### config.mk
export PLATFORM = sky130hd
export DESIGN_NAME = distance_tripwire_alarm
export DESIGN_NICKNAME = d
export VERILOG_FILES = /design/src/dta_pkg.sv /design/src/distance_tripwire_alarm.sv /design/src/dta_core.sv /design/src/dta_out_stage.sv
export SDC_FILE = /design/constraint.sdc
export NUM_CORES = 1
export LEC_CHECK = 0
export ABC_CLOCK_PERIOD_IN_PS = 14150
export BUFFER_PORTS_ARGS = -buffer_cell sky130_fd_sc_hd__buf_2
export CAP_MARGIN = 20
export CORE_MARGIN = 1.5
export CORE_UTILIZATION = 55
export CTS_CLUSTER_DIAMETER = 200
export DETAILED_ROUTE_END_ITERATION = 8
export PLACE_DENSITY = 0.75
export SLEW_MARGIN = 20
export SYNTH_ARGS = -nofsm -noshare
export SYNTH_HDL_FRONTEND = slang
export SYNTH_SLANG_ARGS = --single-unit
export TNS_END_PERCENT = 5
### constraint.sdc
create_clock -name clk_i -period 14.15 [get_ports clk_i]
set_input_delay 1.415 -clock clk_i [delete_from_list [all_inputs] [get_ports clk_i]]
set_output_delay 1.415 -clock clk_i [all_outputs]
set_load 0.05 [all_outputs]
### src/dta_pkg.sv
package dta_pkg;

  localparam int DATA_W  = 16;
  localparam int SENS_W  = 4;
  localparam int ACT_W   = 3;
  localparam int EVENT_W = 2;

  localparam int SKIP_SAMPLES = 4;
  localparam int AVERAGE_LOG2 = 3;

  localparam int CFG_IDX_W = 2;

  localparam logic [CFG_IDX_W-1:0] CFG_MARGIN      = 2'd0;
  localparam logic [CFG_IDX_W-1:0] CFG_SENSITIVITY = 2'd1;
  localparam logic [CFG_IDX_W-1:0] CFG_TIMEOUT     = 2'd2;

  localparam logic [DATA_W-1:0] MARGIN_RST      = 16'd10;
  localparam logic [SENS_W-1:0] SENSITIVITY_RST = 4'd2;
  localparam logic [DATA_W-1:0] TIMEOUT_RST     = 16'd60;

  localparam logic [ACT_W-1:0] ACT_SAMPLE    = 3'd0;
  localparam logic [ACT_W-1:0] ACT_CALIBRATE = 3'd1;
  localparam logic [ACT_W-1:0] ACT_ARM       = 3'd2;
  localparam logic [ACT_W-1:0] ACT_DISARM    = 3'd3;
  localparam logic [ACT_W-1:0] ACT_TICK      = 3'd4;

  typedef enum logic [1:0] {
    MODE_IDLE  = 2'd0,
    MODE_CALIB = 2'd1,
    MODE_ARMED = 2'd2
  } mode_e;

  typedef enum logic [EVENT_W-1:0] {
    EV_NO_CALIB = 2'd0,
    EV_TIMEOUT  = 2'd1,
    EV_DONE     = 2'd2,
    EV_ALARM    = 2'd3
  } event_e;

  typedef struct packed {
    logic [ACT_W-1:0]  action;
    logic [DATA_W-1:0] distance;
  } item_t;

  typedef struct packed {
    event_e            event_res;
    logic [DATA_W-1:0] reference;
  } result_t;

endpackage

### src/distance_tripwire_alarm.sv
// Distance tripwire: takes samples, commands and ticks one transaction per clock
// cycle. Each transaction is held in an input register, its effect on mode, count,
// reference and tick timer is worked out combinationally, and any event goes to an
// output register, so a result is on the output once its transaction has passed the
// input register and then been loaded into the output register.
// Throughput is one transaction per cycle; the input side stalls only while an
// event-producing transaction waits for a full output register to be drained.
module distance_tripwire_alarm #(
  parameter int SkipSamples = dta_pkg::SKIP_SAMPLES,
  parameter int AverageLog2 = dta_pkg::AVERAGE_LOG2
) (
  input  logic                          clk_i,
  input  logic                          rst_ni,
  input  logic                          cfg_we_i,
  input  logic [dta_pkg::CFG_IDX_W-1:0] cfg_idx_i,
  input  logic [dta_pkg::DATA_W-1:0]    cfg_data_i,
  input  logic                          s_axis_tvalid,
  output logic                          s_axis_tready,
  input  logic [23:0]                   s_axis_tdata,  // action[2:0], distance[18:3]
  output logic                          m_axis_tvalid,
  input  logic                          m_axis_tready,
  output logic [23:0]                   m_axis_tdata   // event_res[1:0], reference[17:2]
);

  logic             in_valid_q;
  dta_pkg::item_t   in_item_q;
  logic             emit;
  logic             out_free;
  logic             advance;
  dta_pkg::result_t result;
  dta_pkg::result_t out_result;

  assign advance       = in_valid_q && (!emit || out_free);
  assign s_axis_tready = !in_valid_q || advance;

  always_ff @(posedge clk_i or negedge rst_ni) begin
    if (!rst_ni) begin
      in_valid_q <= 1'b0;
    end else if (s_axis_tready) begin
      in_valid_q <= s_axis_tvalid;
    end
  end

  always_ff @(posedge clk_i) begin
    if (s_axis_tready && s_axis_tvalid) begin
      in_item_q.action   <= s_axis_tdata[2:0];
      in_item_q.distance <= s_axis_tdata[18:3];
    end
  end

  dta_core #(
    .SkipSamples (SkipSamples),
    .AverageLog2 (AverageLog2)
  ) u_core (
    .clk_i      (clk_i),
    .rst_ni     (rst_ni),
    .cfg_we_i   (cfg_we_i),
    .cfg_idx_i  (cfg_idx_i),
    .cfg_data_i (cfg_data_i),
    .item_i     (in_item_q),
    .advance_i  (advance),
    .emit_o     (emit),
    .result_o   (result)
  );

  dta_out_stage u_out (
    .clk_i    (clk_i),
    .rst_ni   (rst_ni),
    .load_i   (advance && emit),
    .result_i (result),
    .free_o   (out_free),
    .valid_o  (m_axis_tvalid),
    .ready_i  (m_axis_tready),
    .result_o (out_result)
  );

  assign m_axis_tdata = {6'd0, out_result.reference, out_result.event_res};

endmodule

### src/dta_core.sv
module dta_core #(
  parameter int SkipSamples = dta_pkg::SKIP_SAMPLES,
  parameter int AverageLog2 = dta_pkg::AVERAGE_LOG2
) (
  input  logic                           clk_i,
  input  logic                           rst_ni,
  input  logic                           cfg_we_i,
  input  logic [dta_pkg::CFG_IDX_W-1:0]  cfg_idx_i,
  input  logic [dta_pkg::DATA_W-1:0]     cfg_data_i,
  input  dta_pkg::item_t                 item_i,
  input  logic                           advance_i,
  output logic                           emit_o,
  output dta_pkg::result_t               result_o
);

  localparam int CntRaw = $clog2(SkipSamples + 2**AverageLog2 + 1);
  localparam int CntW   = (CntRaw > dta_pkg::SENS_W) ? CntRaw : dta_pkg::SENS_W;
  localparam int SumW   = dta_pkg::DATA_W + AverageLog2;

  localparam logic [CntW-1:0] CntSkip = CntW'(SkipSamples);
  localparam logic [CntW-1:0] CntDone = CntW'(SkipSamples + 2**AverageLog2);

  logic [dta_pkg::DATA_W-1:0] margin_q;
  logic [dta_pkg::SENS_W-1:0] sens_q;
  logic [dta_pkg::DATA_W-1:0] timeout_q;

  dta_pkg::mode_e             mode_q, mode_d;
  logic [CntW-1:0]            cnt_q, cnt_d;
  logic [SumW-1:0]            sum_q, sum_d;
  logic [dta_pkg::DATA_W-1:0] ticks_q, ticks_d;

  logic [dta_pkg::DATA_W-1:0] ticks_inc;
  logic [CntW-1:0]            cnt_inc;
  logic [SumW-1:0]            sum_add;
  logic [dta_pkg::DATA_W-1:0] ref_cur;
  logic [CntW-1:0]            sens_ext;
  logic [CntW-1:0]            cnt_armed;
  logic                       is_short;
  dta_pkg::event_e            event_d;

  always_ff @(posedge clk_i or negedge rst_ni) begin
    if (!rst_ni) begin
      margin_q  <= dta_pkg::MARGIN_RST;
      sens_q    <= dta_pkg::SENSITIVITY_RST;
      timeout_q <= dta_pkg::TIMEOUT_RST;
    end else if (cfg_we_i) begin
      case (cfg_idx_i)
        dta_pkg::CFG_MARGIN:      margin_q  <= cfg_data_i;
        dta_pkg::CFG_SENSITIVITY: sens_q    <= cfg_data_i[dta_pkg::SENS_W-1:0];
        dta_pkg::CFG_TIMEOUT:     timeout_q <= cfg_data_i;
        default: ;
      endcase
    end
  end

  always_ff @(posedge clk_i or negedge rst_ni) begin
    if (!rst_ni) begin
      mode_q  <= dta_pkg::MODE_IDLE;
      cnt_q   <= '0;
      sum_q   <= '0;
      ticks_q <= '0;
    end else if (advance_i) begin
      mode_q  <= mode_d;
      cnt_q   <= cnt_d;
      sum_q   <= sum_d;
      ticks_q <= ticks_d;
    end
  end

  assign ticks_inc = (ticks_q != '1) ? ticks_q + 1'b1 : ticks_q;
  assign cnt_inc   = cnt_q + 1'b1;
  assign sum_add   = sum_q + SumW'(item_i.distance);
  assign ref_cur   = sum_q[dta_pkg::DATA_W-1:0];
  assign sens_ext  = CntW'(sens_q);
  // no sample is short when the reference does not exceed the margin
  assign is_short  = (ref_cur > margin_q) && (item_i.distance < (ref_cur - margin_q));
  assign cnt_armed = !is_short ? '0 : ((cnt_q >= sens_ext) ? sens_ext : cnt_inc);

  always_comb begin
    mode_d  = mode_q;
    cnt_d   = cnt_q;
    sum_d   = sum_q;
    ticks_d = ticks_q;
    emit_o  = 1'b0;
    event_d = dta_pkg::EV_ALARM;
    case (mode_q)
      dta_pkg::MODE_CALIB: begin
        if (item_i.action == dta_pkg::ACT_TICK) begin
          ticks_d = ticks_inc;
          if (ticks_inc >= timeout_q) begin
            mode_d  = dta_pkg::MODE_IDLE;
            cnt_d   = '0;
            sum_d   = '0;
            ticks_d = '0;
            emit_o  = 1'b1;
            event_d = dta_pkg::EV_TIMEOUT;
          end
        end else if (item_i.action != dta_pkg::ACT_SAMPLE) begin
          // any other item aborts calibration silently
          mode_d  = dta_pkg::MODE_IDLE;
          cnt_d   = '0;
          sum_d   = '0;
          ticks_d = '0;
        end else begin
          ticks_d = '0;
          cnt_d   = cnt_inc;
          if (cnt_inc > CntSkip) begin
            sum_d = sum_add;
            if (cnt_inc >= CntDone) begin
              sum_d   = sum_add >> AverageLog2;
              cnt_d   = '0;
              mode_d  = dta_pkg::MODE_IDLE;
              emit_o  = 1'b1;
              event_d = dta_pkg::EV_DONE;
            end
          end
        end
      end
      dta_pkg::MODE_ARMED: begin
        if (item_i.action == dta_pkg::ACT_SAMPLE) begin
          cnt_d = cnt_armed;
          if (cnt_armed >= sens_ext) begin
            emit_o  = 1'b1;
            event_d = dta_pkg::EV_ALARM;
          end
        end else if (item_i.action == dta_pkg::ACT_DISARM) begin
          mode_d = dta_pkg::MODE_IDLE;
        end else if (item_i.action == dta_pkg::ACT_CALIBRATE) begin
          mode_d  = dta_pkg::MODE_CALIB;
          cnt_d   = '0;
          sum_d   = '0;
          ticks_d = '0;
        end
      end
      default: begin
        mode_d = dta_pkg::MODE_IDLE;
        if (item_i.action == dta_pkg::ACT_CALIBRATE) begin
          mode_d  = dta_pkg::MODE_CALIB;
          cnt_d   = '0;
          sum_d   = '0;
          ticks_d = '0;
        end else if (item_i.action == dta_pkg::ACT_ARM) begin
          if (sum_q == '0) begin
            emit_o  = 1'b1;
            event_d = dta_pkg::EV_NO_CALIB;
          end else begin
            mode_d = dta_pkg::MODE_ARMED;
          end
        end
      end
    endcase
  end

  // whenever a result is produced, sum_d holds the averaged sum or zero, so the low bits are the reference
  assign result_o.event_res = event_d;
  assign result_o.reference = sum_d[dta_pkg::DATA_W-1:0];

endmodule

### src/dta_out_stage.sv
module dta_out_stage (
  input  logic             clk_i,
  input  logic             rst_ni,
  input  logic             load_i,
  input  dta_pkg::result_t result_i,
  output logic             free_o,
  output logic             valid_o,
  input  logic             ready_i,
  output dta_pkg::result_t result_o
);

  logic             valid_q;
  dta_pkg::result_t data_q;

  assign free_o   = !valid_q || ready_i;
  assign valid_o  = valid_q;
  assign result_o = data_q;

  always_ff @(posedge clk_i or negedge rst_ni) begin
    if (!rst_ni) begin
      valid_q <= 1'b0;
    end else if (load_i) begin
      valid_q <= 1'b1;
    end else if (ready_i) begin
      valid_q <= 1'b0;
    end
  end

  always_ff @(posedge clk_i) begin
    if (load_i) begin
      data_q <= result_i;
    end
  end

endmodule
Word-level counts from Yosys, hierarchy flattened

Cells that the tools add are included.

Register bits after elaboration: 116
Input port bits: 47
Output and inout port bits: 26
Logic and storage cells: 124

Add/sub/neg operators: 4
Order comparisons: 7
Equality and inequality tests: 16
Multiplexer cells: 61
Reduce and logical (&&, ||, !) cells: 22

Operators with widths:

| operator                                                                 | number |
|---|---|
| 19-bit two-way mux                                                       | 8 |
| 16-bit two-way mux                                                       | 6 |
| 4-bit two-way mux                                                        | 10 |
| 19-bit case mux with 2 select lines                                      | 1 |
| 2-bit two-way mux                                                        | 18 |
| 16-bit case mux with 2 select lines                                      | 1 |
| 19-bit by 16-bit adder with 19-bit output                                | 1 |
| 19-bit zero test                                                         | 1 |
| 16-bit by 1-bit adder with 16-bit output (second input constant)         | 1 |
| 16-bit >= comparator                                                     | 1 |
| 16-bit > comparator                                                      | 1 |
| 16-bit < comparator                                                      | 1 |
| 16-bit inequality test (second input constant)                           | 1 |
| 16-bit subtractor                                                        | 1 |
| 1-bit two-way mux                                                        | 13 |
| 4-bit >= comparator                                                      | 2 |
| 4-bit by 1-bit inequality test with 1-bit output (second input constant) | 2 |
| 2-bit case mux with 2 select lines                                       | 2 |
| 4-bit case mux with 2 select lines                                       | 1 |
| 3-bit by 2-bit equality test with 1-bit output (second input constant)   | 2 |
| 2-bit AND reduction                                                      | 3 |
| 3-bit AND reduction                                                      | 2 |
| 6-bit AND reduction                                                      | 1 |
| 5-bit AND reduction                                                      | 1 |
| other kinds (19)                                                         | 29 |

Logic depth before layout (Yosys ltp)

Gate-level depths: netlist of the first run.

Depth after elaboration: 13
Gate-level depth with buffers: 27
Mapped depth without buffers: 26

Hierarchy

From an unflattened synthesis of the first run, not the netlist that was laid out.

Cells, all modules: 879
Area, all modules: 8,366.8 um2

By module, submodules not included:

| module                  | instances | cells each | area each (um2) | seq. area each (um2) |
|---|---|---|---|---|
| dta_core                | 1         | 825        | 7,080.5         | 1,935.6 |
| distance_tripwire_alarm | 1         | 33         | 698.2           | 595.6 |
| dta_out_stage           | 1         | 21         | 588.1           | 565.5 |

Least setup slack after synthesis of the first run

Ideal clock, no wire load.

Path kind: register to output
Start: register u_core.margin_q[1] (netlist name)
End: output port s_axis_tready
Arrival: 4,982 ps
Data required time: 12,735 ps
Setup slack: 7,753 ps
Stages on the path, launching flop included: 26
Buffers on the path: 0
Cell sequence: dfstp_2 -> inv_1 -> ha_1 -> nor2b_1 -> o21a_1 -> o21ai_0 -> a21oi_1 -> a221oi_1 -> o21ai_0 -> nor4_1 -> a311oi_1 -> ha_1 -> nand4_1 -> nor2_1 -> o21ai_0 -> a31oi_1 -> o21bai_1 -> or3_1 -> ha_1 -> nand2b_1 -> a21o_1 -> a211oi_1 -> o21bai_2 -> a31o_2 -> and3_1 -> inv_1

Longest elaborated chain between the ends: 12
Elaborated cells between the ends (all ways): 13
Those cells by class: 1 x add/sub; 3 x order compare; 4 x mux; 5 x reduce/logical

RTL lines:

| what                                   | RTL line                      | RTL |
|---|---|---|
| start, declared                        | dta_core.sv:23                | `logic [dta_pkg::DATA_W-1:0] margin_q;` |
| start signal, assigned                 | dta_core.sv:43                | `margin_q <= dta_pkg::MARGIN_RST;` |
| start signal, assigned                 | dta_core.sv:48                | `dta_pkg::CFG_MARGIN: margin_q <= cfg_data_i;` |
| 16-bit subtractor                      | dta_core.sv:76                | `assign is_short = (ref_cur > margin_q) && (item_i.distance < (ref_cur - margin_q));` |
| 16-bit < comparator                    | dta_core.sv:76                |  |
| 1-bit logical AND (*)                  | dta_core.sv:76                |  |
| 4-bit two-way mux (*)                  | dta_core.sv:77                | `assign cnt_armed = !is_short ? '0 : ((cnt_q >= sens_ext) ? sens_ext : cnt_inc);` |
| 4-bit >= comparator (*)                | dta_core.sv:122               | `if (cnt_armed >= sens_ext) begin` |
| 1-bit two-way mux (*)                  | dta_core.sv:122               |  |
| 1-bit two-way mux (*)                  | dta_core.sv:120               | `if (item_i.action == dta_pkg::ACT_SAMPLE) begin` |
| 1-bit case mux with 2 select lines (*) | dta_core.sv:86                | `case (mode_q)` |
| 1-bit zero test (*)                    | distance_tripwire_alarm.sv:33 | `assign advance = in_valid_q && (!emit \|\| out_free);` |
| 1-bit logical OR (*)                   | distance_tripwire_alarm.sv:33 |  |
| 1-bit logical AND (*)                  | distance_tripwire_alarm.sv:33 |  |
| 1-bit logical OR (*)                   | distance_tripwire_alarm.sv:34 | `assign s_axis_tready = !in_valid_q \|\| advance;` |
| end, declared                          | distance_tripwire_alarm.sv:18 | `output logic s_axis_tready,` |

Mark *: on every way between the ends. The rest lies on a longest branch, timed or not.

Worst setup path after layout of the first run

Start: register u_core.sum_q[5]
End: output port s_axis_tready

Longest elaborated chain between the ends: 12
Elaborated cells between the ends (all ways): 17
Those cells by class: 1 x add/sub; 3 x order compare; 7 x mux; 6 x reduce/logical

RTL lines:

| what                                   | RTL line                      | RTL |
|---|---|---|
| start, declared                        | dta_core.sv:29                | `logic [SumW-1:0] sum_q, sum_d;` |
| start signal, assigned                 | dta_core.sv:65                | `sum_q <= sum_d;` |
| 16-bit subtractor                      | dta_core.sv:76                |  |
| 16-bit < comparator                    | dta_core.sv:76                |  |
| 1-bit logical AND                      | dta_core.sv:76                |  |
| 4-bit two-way mux                      | dta_core.sv:77                |  |
| 4-bit >= comparator                    | dta_core.sv:122               |  |
| 1-bit two-way mux                      | dta_core.sv:122               |  |
| 1-bit two-way mux                      | dta_core.sv:120               |  |
| 1-bit case mux with 2 select lines (*) | dta_core.sv:86                |  |
| 1-bit zero test (*)                    | distance_tripwire_alarm.sv:33 |  |
| 1-bit logical OR (*)                   | distance_tripwire_alarm.sv:33 |  |
| 1-bit logical AND (*)                  | distance_tripwire_alarm.sv:33 |  |
| 1-bit logical OR (*)                   | distance_tripwire_alarm.sv:34 |  |

Marked as above.

==> results of run 1 <==
through the flow:
| stage | setup slack (ps) | util | cell area, um^2 | instances |
|---|---|---|---|---|
| CTS | 6650 | 0.631 | 9140 | 1121 |
| detailed placement | 7130 | 0.592 | 8560 | 1089 |
| global placement | 7170 | 0.592 | 8560 | 1089 |
| global route | 6240 | 0.632 | 9150 | 1122 |
| finish | 6670 | 0.632 | 9150 | 1122 |
| floorplan | 7750 | - | 8130 | 869 |
sequential cells by signal (all words and copies together) (netlist names):
signal / cells
in_item_q: 19
in_valid_q: 1
u_core.cnt_q: 4
u_core.margin_q: 16
u_core.mode_q: 2
u_core.sens_ext: 4
u_core.sum_q: 19
u_core.ticks_q: 16
u_core.timeout_q: 16
u_out.result_o: 18
u_out.valid_o: 1
where the power goes:
group / switching, mW / internal (mW) / total (mW) / leakage [nW]
logic: 0.261 / 0.157 / 0.418 / 2.69
clock network: 0.153 / 0.264 / 0.417 / 0.288
registers: 0.0337 / 0.386 / 0.420 / 1.37
placed cells by master, fill, tap and decap left out, types with 9 or more instances in the layout:
cell type / instances
nand2_1: 86
ha_1: 76
dfrtp_1: 72
o21ai_0: 62
buf_2: 60
a21oi_1: 55
inv_1: 52
nor2_1: 49
edfxtp_1: 37
a21o_1: 34
nor3_1: 25
mux2_2: 25
nand3_1: 21
xnor2_1: 21
xor2_1: 18
clkbuf_16: 18
a22o_1: 16
a211oi_1: 14
o31ai_1: 13
and2_1: 12
nand2b_1: 11
nor2b_1: 10
o211ai_1: 9
nand4_1: 9
a31oi_1: 9
layer usage:
metal	track usage	wire [um]	share of wire
met5	0	0	0
met4	0.0980	489	0.024
met2	0.417	9390	0.46
met1	0.362	9260	0.46
met3	0.0567	1170	0.058
layout make-up:
class                           count  area share
Inverter                           52      0.0213
Sequential cell                   116       0.338
Timing Repair Buffer               66      0.0377
Multi-Input combinational cell    672       0.515
Clock buffer                       23      0.0545
Clock inverter                      9     0.00834
Tap cell                          184      0.0252
worst max-delay path: cells and delay by family, from the launching register on:
family / cells / cell delay [ps]
buffers and inverters: 2 / 310
AOI/OAI and AO/OA: 11 / 2560
xor gates and xnor gates: 1 / 170
adders and majority gates: 3 / 940
and+or+nand+nor: 7 / 1230
DFF: 1 / 470
path summary, 6_finish.rpt:
kind / start / end
min reg2reg: u_core.timeout_q[11] / u_core.timeout_q[11]
max reg2reg: u_core.sum_q[5] / u_out.result_o[0]
min in group asynchronous: rst_ni / in_valid_q
max in group asynchronous: rst_ni / u_core.margin_q[10]
min: u_core.timeout_q[11] / u_core.timeout_q[11]
max: u_core.sum_q[5] / s_axis_tready
cell families (layout without fill, tap and decap cells):
logic type / Yosys count / in the layout / share of synthesized area
simple gates: 263 / 263 / 0.160
compound gates: 260 / 260 / 0.216
mux: 26 / 26 / 0.0359
buf+inv: 81 / 150 / 0.0415
flops: 116 / 116 / 0.382
xor+xnor: 39 / 39 / 0.0421
fa+ha+maj: 78 / 78 / 0.122
other cells: 1 / 6 / 0.000462
==> metrics.md, run 1 <==
| Metric | Value |
|---|---|
| Commonest cells in the synthesized netlist | `nand2_1 (86), ha_1 (76), dfrtp_1 (72)` |
| H-tree levels | `4` |
| Synth top area share | `0.222` |
| Reg clk slew, reported paths | `approximately 60 ps` |
| Max FO, Critical Path | `5` |
| Post-CTS setup buffer count | `0` |
| Final RePlAce weighted congestion | `slightly above 0.9` |
| Endpoints failing setup | `0` |
| CTS tree | `done` |
| ANT cells | `0` |
| Synthesized instance count | `roughly 860` |
| Router iterations before antenna repair | `5` |
| CP Launch Type | `register` |
| Post_cts resized | `0` |
| DP HPWL | `14900 um` |
| Die height | `around 120 um` |
| Ys async rst share | `0.681` |
| Final hold slack | `~500 ps` |
| Number of synthesized flops with an enable pin | `37` |
| Synth area leaders | `dfrtp_1 (22%), edfxtp_1 (14%), ha_1 (12%)` |
| Avg Vias per Cell | `6.07` |
| Placeable Area | `14500 um^2` |
| First DRT Iteration DRCs | `638` |
| Main synth FF type | `dfrtp_1` |
| Die Wd | `124 um` |
| Total Wirelength | `slightly above 20000 um` |
| Root Buffer | `clkbuf_16` |
| Worst Setup End Kind | `output pin` |
| DR vias | `6813` |
| Seq cells post-synth | `116` |
| Setup CP Type | `register to output pin` |
| Clk Latency, worst-skew pair | `roughly 420 ps` |
| CTS buffer count | `17` |
| Most frequent cell after synthesis | `nand2_1` |
| VDD IR max | `0.0000823 V` |
| Final nets | `1050` |
| Die footprint | `15500 um^2` |
| First-pass GRT wire length | `32900 um` |
| Cell mode on critical path | `ha_1` |
| Worst min path class | `register to register` |
| CTS Hold Buffers Added | `0` |
| Site Rows | `44` |
| Min cycle time layout | `7480 ps` |
| Vias in the first global route | `around 6400` |
| Wire length per cell | `18.1 um` |
| CTS max path bufs | `2` |
| Max stage delay on crit path | `630 ps` |
| Initial Util | `0.560` |
| CP Cell Sequence | `ha_1, a211oi_1, nor2_1, o311ai_0, nand2_1, a21o_1, a21oi_1, xor2_1, ha_1, nand4_1, nor2_1, o21ai_0, a31oi_1, o21bai_1, or3_1, ha_1, nand2b_1, a21o_1, a211oi_1, o21bai_2, a31o_2, and3_1, inv_1, buf_2` |
| Synth warn | `0` |
| # DRC | `0` |
| Relative slew margins | `0.324` |
| Total power draw | `1.25 mW` |
| Max cap viols | `0` |
| Fmax | `134 MHz` |
| Buffers added on ports | `61` |
| Unrepaired setup endpoints after global routing | `no` |
| Critical path's slowest cell | `o311ai_0` |
| Max Slew Vio Count | `0` |
| Layout cells sized above 1 | `0.157` |
| CP required | `between 10000 and 15000 ps` |
| Yosys cell types | `69` |
| Clk_skew | `10.6 ps` |
| Antenna-violating nets left | `0` |
| Register area | `3100 um^2` |
| Area grow syn2layout | `12.8%` |
| Initial antenna violation count | `0` |
| Clock sink total | `116` |
| Ports | `73` |
| Total grt overflow | `0` |
| Worst-Margin Slew | `1010 ps` |
| Status | `complete, no violations` |
| Hold Path Depth | `1` |
| Synthesized cell area | `about 8100 um^2` |
| Final setup TNS | `0 ps` |
| Endpoints failing hold | `0` |
| Leakage | `approximately 4.3 nW` |
| R2R Setup Slk | `7580 ps` |
| Area of the multi-input gates | `~4700 um^2` |
| FILL cells | `between 1000 and 1500` |
| GRT Total Usage | `0.265` |
| Arr. time, crit path | `roughly 6000 ps` |
| Synth area leader | `dfrtp_1` |
| Largest net degree at the start of global routing | `60` |
| Crit share post-route | `0.529` |
| Seq/Total Area, Yosys | `0.382` |
| PD cells | `137 nW/um^2` |
| Cells on worst reg2reg path | `22` |
| Avg Cell Area, Syn | `9.39 um^2` |
Note: power is estimated with default switching activity, not from simulation.
==> run 2, diff against run 1 <==
ABC_CLOCK_PERIOD_IN_PS = 6390   (was 14150)
PLACE_DENSITY = 0.78   (was 0.75)
clock period = 6.39 ns   (was 14.15 ns; I/O delays follow)
==> metrics.md, run 2 (synthesized netlist as in run 1, its figures left out) <==
| Metric | Value |
|---|---|
| Register area | `3100 um^2 (about the same)` |
| Buffers added on ports | `61 (unchanged)` |
| Die footprint | `15500 um^2 (unchanged)` |
| Final worst slack | `219 ps (was 6670 ps)` |
| Clk Latency, worst-skew pair | `430 ps (was 420 ps)` |
| Seq pwr share | `0.333 (was 0.334)` |
| Wire length per cell | `17.6 um (was 18.1 um)` |
| Root Buffer | `clkbuf_16 (unchanged)` |
| Avg Vias per Cell | `6.03 (was 6.07)` |
| Max FO, Critical Path | `3 (was 5)` |
| Clk_skew | `10.3 ps (was 10.6 ps)` |
| Initial antenna violation count | `0 (unchanged)` |
| CTS max path bufs | `2 (unchanged)` |
| Status | `complete, no violations (unchanged)` |
| Worst Setup End Kind | `output pin (unchanged)` |
| Worst min path class | `input pin to asynchronous set/reset pin (was register to register)` |
| Vias in the first global route | `6541 (was 6446)` |
| Max layer used | `met4 (unchanged)` |
| Endpoints failing setup | `0 (unchanged)` |
| Leakage | `4.44 nW (was 4.34 nW)` |
| PD cells | `297 nW/um^2 (was 137 nW/um^2)` |
| Area grow syn2layout | `15.4% (was 12.8%)` |
| Wire length on met2 | `9550 um (was 9390 um)` |
| Largest net degree at the start of global routing | `47 (was 60)` |
| Die height | `124 um (unchanged)` |
| Reg clk slew, reported paths | `60 ps (about the same)` |
| Router iterations before antenna repair | `5 (unchanged)` |
| GRT Total Usage | `0.265 (about the same)` |
| Relative slew margins | `0.275 (was 0.324)` |
| Total Wirelength | `20100 um (was 20300 um)` |
| CTS tree | `done (unchanged)` |
| Initial Util | `0.560 (unchanged)` |
| ANT cells | `0 (unchanged)` |
| Ports | `73 (unchanged)` |
| Arr. time, crit path | `5530 ps (was 6070 ps)` |
| First DRT Iteration DRCs | `536 (was 638)` |
| Fmax | `162 MHz` |
| VDD IR max | `0.000220 V (was 0.0000823 V)` |
| # DRC | `0 (unchanged)` |
| Internal power | `1.79 mW (was 0.807 mW)` |
| Placeable Area | `14500 um^2 (unchanged)` |
| FILL cells | `1181 (was 1257)` |
| CTS Hold Buffers Added | `0 (unchanged)` |
| Most common cell after layout, fill and taps aside | `nand2_1 (unchanged)` |
| CP Launch Type | `register (unchanged)` |
| Clock share of power | `0.325 (was 0.332)` |
| Crit share post-route | `0.966` |
| First-pass GRT wire length | `32600 um (was 32900 um)` |
| Total grt overflow | `0 (unchanged)` |
| CP required | `5750 ps (was 12730 ps)` |
| Antenna-violating nets left | `0 (unchanged)` |
| Dpl ws | `190 ps (was 7130 ps)` |
| Area of the multi-input gates | `4760 um^2 (was 4710 um^2)` |
| Net switching power | `0.989 mW (was 0.447 mW)` |
| Met3 WL | `1290 um (was 1170 um)` |
| Total power draw | `2.78 mW (was 1.25 mW)` |
| Min cycle time layout | `6170 ps` |
| Worst-Margin Slew | `1090 ps (was 1010 ps)` |
| Most frequent cells in the layout | `nand2_1 (86), ha_1 (76), dfrtp_1 (70) (was nand2_1 (86), ha_1 (76), dfrtp_1 (72))` |
| Die Wd | `124 um (unchanged)` |
| Final nets | `1069 (was 1050)` |
| Max cap viols | `0 (unchanged)` |
| Site Rows | `44 (unchanged)` |
| Max Slew Vio Count | `0 (unchanged)` |
| Final RePlAce weighted congestion | `0.906 (was 0.936)` |
| CTS buffer count | `17 (unchanged)` |
| Combinational share of power | `0.342 (was 0.333)` |
| Clock sink total | `116 (unchanged)` |
| Switching part of the total | `0.356 (was 0.357)` |
| DR vias | `6877 (was 6813)` |
| Layout cells sized above 1 | `0.183 (was 0.157)` |
| Met1 wire length | `8680 um (was 9260 um)` |
| Setup CP Type | `register to output pin (unchanged)` |
| DP HPWL | `15200 um (was 14900 um)` |
| Endpoints failing hold | `0 (unchanged)` |
| H-tree levels | `4 (unchanged)` |
-- run 2: critical path: stages, from the launching register on --
cell	delay, ps
dfstp_2	530
inv_1	50
ha_1	280
nor2b_1	140
o21a_1	200
o21ai_2	200
a21oi_2	90
a21o_1	210
a21o_1	180
a21oi_1	160
xor2_1	200
ha_1	270
a21o_1	170
a21o_1	180
a21oi_1	160
o211ai_1	140
or3_1	370
ha_1	260
nand2b_1	140
a21o_1	190
a211oi_2	220
o21bai_2	100
a31o_2	230
and3_1	190
inv_1	80
buf_6	150
-- run 2: through the flow --
stage	instance area [um^2]	setup TNS [ps]	util	std cells	hold WS (ps)
after floorplan	8130	0	-	869	343
after global placement	8690	0	0.601	1103	487
after detailed placement	8690	0	0.601	1103	494
after CTS	9260	0	0.640	1135	160
after global routing	9360	-87.7	0.646	1141	177
final	9360	0	0.646	1141	148
-- run 2: final cells by class --
cell class / count / share of cell area
clock inverter: 12 / 0.0122
timing repair buffer: 85 / 0.0555
sequential: 116 / 0.331
clock buffer: 20 / 0.0467
tap: 184 / 0.0246
multi-input combinational: 672 / 0.509
inverter: 52 / 0.0209
-- run 2: power groups by stage --
stage / clock (mW) / combinational, mW / sequential (mW)
5_1_grt: 0.944 / 1.05 / 0.937
3_5_place_dp: 0 / 0.913 / 0.935
2_1_floorplan: 0 / 0.694 / 0.929
3_3_place_gp: 0 / 0.890 / 0.933
4_1_cts: 0.909 / 0.925 / 0.924
6_report: 0.901 / 0.950 / 0.925
-- run 2: per-layer routing --
metal | GRT usage | vias up
met2 | 0.434 | 246
met5 | 0 | -
met3 | 0.0610 | 48
met4 | 0.103 | 0
li1 | - | 3332
met1 | 0.342 | 3251
-- run 2: repair_timing --
action                     in CTS  in global routing
setup endpoints to repair       1                  7
pin swaps                       0                  7
setup buffers                   0                  6
gates resized for setup         7                 11
-- run 2: worst paths after layout --
path / slack (ps) / to / depth (start not counted) / startpoint
min in group clk_i: 390 / in_item_q[2] / 1 / s_axis_tdata[5]
max reg2reg: 370 / u_core.sum_q[18] / 26 / u_core.margin_q[1]
min: 150 / u_core.sum_q[4] / 1 / rst_ni
max in group asynchronous: 5250 / u_core.ticks_q[0] / 2 / rst_ni
max: 220 / s_axis_tready / 25 / u_core.margin_q[1]
min reg2reg: 500 / u_core.timeout_q[9] / 1 / u_core.timeout_q[9]
